[src/rtl/arbs_pkg.sv]
`default_nettype none
// ----------------------------------------------------------------------------
// arbs_pkg
// Shared types, codes and reset constants of the adaptive receive-buffer
// sizer.
// ----------------------------------------------------------------------------
package arbs_pkg;

   // latency fixed point: fraction bits of a millisecond
   localparam int LATENCY_FRAC_BITS = 4;

   // item opcodes
   localparam logic [1:0] OP_SAMPLE = 2'd0;
   localparam logic [1:0] OP_TICK   = 2'd1;
   localparam logic [1:0] OP_ADJUST = 2'd2;

   // congestion levels
   localparam logic [1:0] LEVEL_NONE   = 2'd0;
   localparam logic [1:0] LEVEL_MILD   = 2'd1;
   localparam logic [1:0] LEVEL_SEVERE = 2'd2;

   // configuration register indexes
   localparam logic [2:0] CSR_MIN_SIZE     = 3'd0;
   localparam logic [2:0] CSR_MAX_SIZE     = 3'd1;
   localparam logic [2:0] CSR_INIT_SIZE    = 3'd2;
   localparam logic [2:0] CSR_INTERVAL     = 3'd3;
   localparam logic [2:0] CSR_SEVERE_LAT   = 3'd4;
   localparam logic [2:0] CSR_MILD_LAT     = 3'd5;
   localparam logic [2:0] CSR_LOW_LAT      = 3'd6;

   // reset values
   localparam logic [23:0] MIN_SIZE_RESET   = 24'd65536;
   localparam logic [23:0] MAX_SIZE_RESET   = 24'd2097152;
   localparam logic [23:0] INIT_SIZE_RESET  = 24'd524288;
   localparam logic [15:0] INTERVAL_RESET   = 16'd60;
   localparam logic [19:0] SEVERE_LAT_RESET = 20'(200 << LATENCY_FRAC_BITS);
   localparam logic [19:0] MILD_LAT_RESET   = 20'(100 << LATENCY_FRAC_BITS);
   localparam logic [19:0] LOW_LAT_RESET    = 20'(30 << LATENCY_FRAC_BITS);
   localparam logic [19:0] AVG_LAT_RESET    = 20'(50 << LATENCY_FRAC_BITS);

   // divide by five: floor(x * ceil(2^26 / 5) / 2^26) is exact for x < 2^26
   localparam logic [23:0] DIV5_RECIP = 24'd13421773;

   localparam logic [15:0] TICKS_MAX = 16'hFFFF;

   typedef struct packed {
      logic [23:0] min_size;
      logic [23:0] max_size;
      logic [15:0] interval;
      logic [19:0] severe_lat;
      logic [19:0] mild_lat;
      logic [19:0] low_lat;
   } cfg_type;

   typedef struct packed {
      logic [23:0] size;
      logic [19:0] avg_lat;
      logic [1:0]  level;
      logic [63:0] bytes;
      logic [63:0] packets;
      logic [15:0] ticks;
   } state_type;

endpackage
`default_nettype wire

[src/rtl/arbs_update.sv]
`default_nettype none
// ----------------------------------------------------------------------------
// arbs_update
// Next-state logic for one item: totals, smoothed latency, congestion level,
// tick counter and the grow / shrink decision, with one shared divide by five.
// ----------------------------------------------------------------------------
module arbs_update (
   input  arbs_pkg::cfg_type   cfg_i,
   input  arbs_pkg::state_type state_i,
   input  logic [1:0]          opcode_i,
   input  logic [15:0]         pkt_bytes_i,
   input  logic [19:0]         latency_i,
   output arbs_pkg::state_type state_o,
   output logic                resized_o
);
   import arbs_pkg::*;

   logic [25:0] div_num;
   logic [49:0] div_prod;
   logic [23:0] div_quo;
   logic [24:0] grow_full;
   logic [23:0] grow_size;
   logic [23:0] shrink_size;
   logic [23:0] next_size;
   logic        eligible;

   // shared divide by five: (4*avg + latency) for samples, 4*size otherwise
   always_comb begin
      if (opcode_i == OP_SAMPLE) begin
         div_num = 26'({state_i.avg_lat, 2'b00}) + 26'(latency_i);
      end else begin
         div_num = {state_i.size, 2'b00};
      end
   end

   assign div_prod = 50'(div_num) * 50'(DIV5_RECIP);
   // quotient sits above the 26 fraction bits of the reciprocal
   assign div_quo  = div_prod[49:26];

   // grow by half, clamped to the maximum
   assign grow_full = {1'b0, state_i.size} + {2'b00, state_i.size[23:1]};
   assign grow_size = (grow_full > {1'b0, cfg_i.max_size}) ? cfg_i.max_size
                                                           : grow_full[23:0];

   // shrink to four fifths, clamped to the minimum
   assign shrink_size = (div_quo < cfg_i.min_size) ? cfg_i.min_size : div_quo;

   assign eligible = (state_i.ticks >= cfg_i.interval);

   // size choice for an adjust request
   always_comb begin
      next_size = state_i.size;
      if (state_i.level == LEVEL_SEVERE) begin
         next_size = grow_size;
      end else if (state_i.level == LEVEL_NONE && state_i.avg_lat < cfg_i.low_lat) begin
         next_size = shrink_size;
      end
   end

   // state update by opcode
   always_comb begin
      state_o   = state_i;
      resized_o = 1'b0;
      case (opcode_i)
         OP_SAMPLE: begin
            state_o.bytes   = state_i.bytes + 64'(pkt_bytes_i);
            state_o.packets = state_i.packets + 64'd1;
            state_o.avg_lat = (state_i.avg_lat == 20'd0) ? latency_i : div_quo[19:0];
            if (latency_i > cfg_i.severe_lat) begin
               state_o.level = LEVEL_SEVERE;
            end else if (latency_i > cfg_i.mild_lat) begin
               state_o.level = LEVEL_MILD;
            end else begin
               state_o.level = LEVEL_NONE;
            end
         end
         OP_TICK: begin
            if (state_i.ticks != TICKS_MAX) begin
               state_o.ticks = state_i.ticks + 16'd1;
            end
         end
         OP_ADJUST: begin
            if (eligible && next_size != state_i.size) begin
               state_o.size  = next_size;
               state_o.ticks = 16'd0;
               resized_o     = 1'b1;
            end
         end
         default: begin
         end
      endcase
   end

endmodule
`default_nettype wire

[src/rtl/adaptive_rx_buffer_sizer.sv]
`default_nettype none
// ----------------------------------------------------------------------------
// adaptive_rx_buffer_sizer
// Adaptive receive-buffer sizer: packet statistics, smoothed latency,
// congestion level and interval-gated buffer resizing.
// ----------------------------------------------------------------------------
// The block takes one item per clock while no result is stalled and returns
// one result per item: the item lands in an input register, and once the
// result register is free its update is computed and written into the state
// and the result register. The cycle is set by the state update path, whose
// longest leg is the shared divide-by-five multiplier followed by the clamp
// and the size compare. A stalled result holds the result register, and the
// input register still takes one more item. Configuration writes are taken at
// once (csr_ready is always high); a write of the initial size reloads the
// current size. Register indexes beyond the last register are ignored.
module adaptive_rx_buffer_sizer (
   input  logic        clock,
   input  logic        reset,
   // input items
   input  logic        req_valid,
   output logic        req_ready,
   input  logic [1:0]  req_opcode,
   input  logic [15:0] req_pkt_bytes,
   input  logic [19:0] req_latency,
   // results
   output logic        rsp_valid,
   input  logic        rsp_ready,
   output logic [23:0] rsp_buf_size,
   output logic [19:0] rsp_mean_latency,
   output logic [1:0]  rsp_congestion,
   output logic        rsp_resized,
   output logic [63:0] rsp_total_bytes,
   output logic [63:0] rsp_total_packets,
   // configuration writes
   input  logic        csr_valid,
   output logic        csr_ready,
   input  logic [2:0]  csr_index,
   input  logic [23:0] csr_wdata
);
   import arbs_pkg::*;

   logic        in_valid_ff, in_valid_in;
   logic [1:0]  in_opcode_ff;
   logic [15:0] in_pkt_bytes_ff;
   logic [19:0] in_latency_ff;

   cfg_type     cfg_ff, cfg_in;
   state_type   state_ff, state_in;
   state_type   upd_state;
   logic        upd_resized;

   logic        rsp_valid_ff, rsp_valid_in;
   state_type   rsp_state_ff;
   logic        rsp_resized_ff;

   logic        advance;
   logic        req_xfer;
   logic        csr_xfer;

   // result register frees when empty or taken
   assign advance   = !rsp_valid_ff || rsp_ready;
   assign req_ready = !in_valid_ff || advance;
   assign req_xfer  = req_valid && req_ready;
   assign csr_ready = 1'b1;
   assign csr_xfer  = csr_valid;

   // input register
   assign in_valid_in = req_xfer ? 1'b1 : (advance ? 1'b0 : in_valid_ff);

   always_ff @(posedge clock) begin
      if (reset) begin
         in_valid_ff <= 1'b0;
      end else begin
         in_valid_ff <= in_valid_in;
      end
   end

   always_ff @(posedge clock) begin
      if (req_xfer) begin
         in_opcode_ff    <= req_opcode;
         in_pkt_bytes_ff <= req_pkt_bytes;
         in_latency_ff   <= req_latency;
      end
   end

   // configuration registers
   always_comb begin
      cfg_in = cfg_ff;
      if (csr_xfer) begin
         case (csr_index)
            CSR_MIN_SIZE:   cfg_in.min_size   = csr_wdata;
            CSR_MAX_SIZE:   cfg_in.max_size   = csr_wdata;
            CSR_INTERVAL:   cfg_in.interval   = csr_wdata[15:0];
            CSR_SEVERE_LAT: cfg_in.severe_lat = csr_wdata[19:0];
            CSR_MILD_LAT:   cfg_in.mild_lat   = csr_wdata[19:0];
            CSR_LOW_LAT:    cfg_in.low_lat    = csr_wdata[19:0];
            default: begin
            end
         endcase
      end
   end

   always_ff @(posedge clock) begin
      if (reset) begin
         cfg_ff.min_size   <= MIN_SIZE_RESET;
         cfg_ff.max_size   <= MAX_SIZE_RESET;
         cfg_ff.interval   <= INTERVAL_RESET;
         cfg_ff.severe_lat <= SEVERE_LAT_RESET;
         cfg_ff.mild_lat   <= MILD_LAT_RESET;
         cfg_ff.low_lat    <= LOW_LAT_RESET;
      end else begin
         cfg_ff <= cfg_in;
      end
   end

   // item update
   arbs_update u_update (
      .cfg_i       (cfg_ff),
      .state_i     (state_ff),
      .opcode_i    (in_opcode_ff),
      .pkt_bytes_i (in_pkt_bytes_ff),
      .latency_i   (in_latency_ff),
      .state_o     (upd_state),
      .resized_o   (upd_resized)
   );

   // state: initial size write reloads the current size
   always_comb begin
      state_in = state_ff;
      if (in_valid_ff && advance) begin
         state_in = upd_state;
      end
      if (csr_xfer && csr_index == CSR_INIT_SIZE) begin
         state_in.size = csr_wdata;
      end
   end

   always_ff @(posedge clock) begin
      if (reset) begin
         state_ff.size    <= INIT_SIZE_RESET;
         state_ff.avg_lat <= AVG_LAT_RESET;
         state_ff.level   <= LEVEL_NONE;
         state_ff.bytes   <= 64'd0;
         state_ff.packets <= 64'd0;
         state_ff.ticks   <= 16'd0;
      end else begin
         state_ff <= state_in;
      end
   end

   // result register
   assign rsp_valid_in = advance ? in_valid_ff : rsp_valid_ff;

   always_ff @(posedge clock) begin
      if (reset) begin
         rsp_valid_ff <= 1'b0;
      end else begin
         rsp_valid_ff <= rsp_valid_in;
      end
   end

   always_ff @(posedge clock) begin
      if (in_valid_ff && advance) begin
         rsp_state_ff   <= upd_state;
         rsp_resized_ff <= upd_resized;
      end
   end

   assign rsp_valid         = rsp_valid_ff;
   assign rsp_buf_size      = rsp_state_ff.size;
   assign rsp_mean_latency  = rsp_state_ff.avg_lat;
   assign rsp_congestion    = rsp_state_ff.level;
   assign rsp_resized       = rsp_resized_ff;
   assign rsp_total_bytes   = rsp_state_ff.bytes;
   assign rsp_total_packets = rsp_state_ff.packets;

endmodule
`default_nettype wire

[config.mk]
export PLATFORM = sky130hd
export DESIGN_NAME = adaptive_rx_buffer_sizer
export DESIGN_NICKNAME = d
export VERILOG_FILES = /design/src/rtl/arbs_pkg.sv /design/src/rtl/arbs_update.sv /design/src/rtl/adaptive_rx_buffer_sizer.sv
export SDC_FILE = /design/constraint.sdc
export NUM_CORES = 2
export LEC_CHECK = 0
export CAP_MARGIN = 15
export CORE_MARGIN = 1
export CORE_UTILIZATION = 25
export CTS_BUF_LIST = sky130_fd_sc_hd__clkbuf_8 sky130_fd_sc_hd__clkbuf_16
export CTS_CLUSTER_SIZE = 20
export DETAILED_ROUTE_END_ITERATION = 16
export DONT_BUFFER_PORTS = 1
export GPL_TIMING_DRIVEN = 0
export SLEW_MARGIN = 20
export SYNTH_ARGS = -nofsm -noshare
export SYNTH_HDL_FRONTEND = slang
export SYNTH_HIERARCHICAL = 1
export SYNTH_SLANG_ARGS = --single-unit
[constraint.sdc]
create_clock -name clock -period 16.02 [get_ports clock]
set_input_delay 3.204 -clock clock [delete_from_list [all_inputs] [get_ports clock]]
set_output_delay 3.204 -clock clock [all_outputs]
set_load 0.01 [all_outputs]
==> key figures <==
Cells and area
  – Fill count: 16988
  – Share of cells above drive strength 1: 6.11%
  – Storage cell area: 12700 um^2
  – Final non-filler cell total: 6806
  – Final net count: 5342
  – Multi-input gate area: 25000 um^2
  – Area growth syn-to-layout: 12.4%

Yosys
  – Post-synthesis register bit count: 529
  – Ys flop type: dfxtp_1
  – Async SR Flop Fraction: 0%
  – Mean area per synthesized cell: 8.98 um^2
  – Count leader, synth: nand2_1
  – Post-synth top area cell: edfxtp_1
  – Cells after synthesis: 4508
  – Top-area cell type share of the netlist area: 15.8%
  – Post-synth EDFFs: 213
  – Seq/Total Area, Yosys: 31.4%
  – Commonest cells post-synth: nand2_1 (803), inv_1 (564), ha_1 (442)
  – Unique masters post-synth: 93
  – Mapped Area: 40500 um^2
  – Post-Syn Nets: 5266
  – Synth warn: 6
  – Dominant cells by area after synthesis: edfxtp_1 (16%), dfxtp_1 (16%), ha_1 (14%), fa_1 (12%), nand2_1 (7.4%)

STA
  – Final Hold Viols: 0
  – Crit share post-route: 96.1%
  – Least-Margin Pin Slew: 1.29 ns
  – Fmax: 65.0 MHz
  – Worst Clk Skew: 0.0624 ns
  – Final Critical Period: 15.39 ns
  – Final Slew Violations: 0
  – Final setup viols: 0
  – RSZ-0062 raised after global routing: false
  – Setup TNS: 0 ns
  – Slew margin rel.: 13.2%

Clock network
  – CTS tree: built
  – H-tree levels: 2
  – Root Driver: clkbuf_16
  – Clk Latency, worst-skew pair: 0.67 ns
  – Clock Tree Buf Depth: 3
  – Clock Sinks: 529
  – Clock slew at reported path FFs: 0.07 ns
  – Num CTS Buffers: 55

Global routing
  – First-pass GRT wire length: 207000 um
  – Initial antenna violation count: 28
  – Pin count of the biggest net entering global routing: 60
  – Global route overflow: 0
  – GRT Total Usage: 16.8%
  – Vias in the first global route: 32143

Worst hold path
  – Hold Path End: cfg_ff[0]$_SDFFE_PP0P_
  – Hold Crit Start: cfg_ff[0]$_SDFFE_PP0P_
  – Hold Crit Depth: 2
  – Tightest Hold Check Type: reg2reg

Routing
  – Drt pass-1 iters: 6
  – Highest metal used: met5
  – WL met1: 61000 um
  – WL per Instance: 20.7 um
  – Routed wl met3: 10700 um
  – Final wirelength: 141000 um
  – Vias/cell: 4.84
  – Final antenna-violating net count: 0
  – Initial DRC count: 3114
  – WL met2: 64900 um
  – DRC violations left: 0
  – Vias: 32919

Job
  – Max Cap Viol: 0

Placement
  – Hpwl dp: 113000 um
  – Buffers on Ports: 0
  – Final Wtd Congestion: 0.968
  – Placed cells: 6676

Critical path
  – CP endpoint kind: flip-flop
  – Type of origin of the critical path: flip-flop
  – Reg2reg start: in_latency_ff[2]$_DFFE_PP_
  – Crit-path most repeated cell: fa_1
  – Max incr delay on CP: 0.59 ns
  – CP top delay family: adder cells
  – Crit Path Category: reg2reg
  – Arrival @ worst endpoint: 15.95 ns
  – Max stage delay cell, worst path: or4_4
  – Critical path buffers and inverters: 7
  – R2R Path End: state_ff[185]$_SDFFE_PP1P_
  – Req. time, crit path: 16.58 ns
  – Critical path fanouts, max: 10
  – Cell count of the worst reg-to-reg path: 58
  – Reg2reg setup slack: 0.63 ns

Die
  – Rows: 147
  – Die H: 404 um
  – Core Area: 161000 um^2
  – Initial Util: 25.2%
  – Io pins: 248
  – Full die area: 164000 um^2
  – Chip width: 404 um

Pwr
  – Static leakage: 18.7 nW
  – Worst vdd ir: 0.000447 V
  – Total power: 10.3 mW
  – Pwr dens: 226 nW/um^2

Status
  – Status: complete, no violations
## how the worst max path moves through the flow
stage                                     startpoint                          to  slack [ns]  cells past startpoint
after floorplan           in_latency_ff[3]$_DFFE_PP_  state_ff[185]$_SDFFE_PP1P_        2.19                     57
after global placement     in_opcode_ff[0]$_DFFE_PP_  state_ff[170]$_SDFFE_PP0P_       -1.31                     45
after detailed placement  in_latency_ff[3]$_DFFE_PP_  state_ff[170]$_SDFFE_PP0P_       -1.22                     55
after CTS                 in_latency_ff[3]$_DFFE_PP_  state_ff[173]$_SDFFE_PP0P_       0.002                     56
after global routing      in_latency_ff[3]$_DFFE_PP_  state_ff[185]$_SDFFE_PP1P_       0.007                     60
final                     in_latency_ff[2]$_DFFE_PP_  state_ff[185]$_SDFFE_PP1P_        0.63                     58
## where the power goes
part	internal [mW]	total [mW]	switching, mW	leakage, nW
registers	1.48	1.56	0.0807	4.51
clock network	0.745	1.33	0.589	0.948
logic	2.59	7.37	4.78	13.2
total	4.81	10.3	5.45	18.7
## per-stage QoR
stage	hold slack (ns)	area (um^2)	util (%)	worst slack [ns]
after detailed placement	0.445	43300	27.0	-1.22
after floorplan	0.432	40500	-	2.19
after global placement	0.443	43200	26.9	-1.31
after CTS	0.453	45300	28.2	0.00162
final	0.450	45500	28.3	0.632
after global routing	0.470	45400	28.3	0.00734
## cell usage in the layout (no fill, tap or decap), types with 15 or more instances in the layout
cell type / n
mux2i_1: 36
a211oi_1: 25
clkbuf_16: 55
nor2b_1: 38
edfxtp_1: 213
a21o_1: 46
ha_1: 441
dfxtp_1: 315
inv_1: 575
mux2_2: 31
buf_2: 41
nand4_1: 56
nand3b_1: 21
mux2_4: 16
a311oi_1: 30
diode_2: 15
a22oi_1: 15
and2_1: 15
o21a_1: 17
fa_1: 246
o21bai_1: 16
nand2b_1: 21
clkbuf_1: 93
nand2_1: 803
nor3_1: 37
o211ai_1: 20
and3_1: 48
a21oi_1: 418
nor2_1: 190
a31oi_1: 18
nand3_1: 98
buf_4: 23
xnor2_1: 154
xor2_1: 71
o21ai_0: 102
## repair_timing
| item | CTS | global route |
|---|---|---|
| hold buffers | 0 | 0 |
| buffers inserted | 0 | 11 |
| endpoints found under the setup margin | 57 | 57 |
| gates resized for setup | 16 | 23 |
| pin swaps | 1 | 5 |
## sequential cells by signal (all words and copies together), names as in the netlist, 16 cells and up
| register | flops |
|---|---|
| state_ff | 190 |
| rsp_buf_size | 24 |
| in_latency_ff | 20 |
| in_pkt_bytes_ff | 16 |
| rsp_mean_latency | 20 |
| rsp_total_packets | 64 |
| cfg_ff | 124 |
| rsp_total_bytes | 64 |
## per-layer routing
metal,global-route usage [%],vias to the layer above
met5,0,-
met2,27.2,1207
li1,-,15412
met3,2.87,230
met1,22.6,16060
met4,5.07,10
## worst reg2reg max path, delay by kind of cell, from the launching register on
family / cells / cell delay [ns]
XOR/XNOR: 2 / 0.37
multiplexers: 3 / 0.83
AND/OR/NAND/NOR: 14 / 3.34
AO/OA/AOI/OAI: 21 / 4.63
adder cells (fa/ha/maj): 11 / 4.67
buffers and inverters: 7 / 0.99
flip-flops: 1 / 0.46
## kinds of logic after synthesis
kind of cell    share of synthesized area (%)
xor+xnor                                 4.89
compound gates                           12.5
buf+inv                                  7.22
fa+ha+maj                                25.8
simple gates                             15.6
flops                                    31.4
other cells                           0.00927
mux                                      2.49
## final cells by class
class / count / share of cell area (%)
plain buffers: 166 / 1.79
repair buffers: 19 / 0.446
well taps: 2160 / 5.94
flip-flops and latches: 529 / 28.0
clock buffers: 62 / 3.24
multi-input cells: 3247 / 55.0
clock inverters: 42 / 0.880
inverters: 566 / 4.67
diodes: 15 / 0.0825
Power figures use the tool's default switching activity.
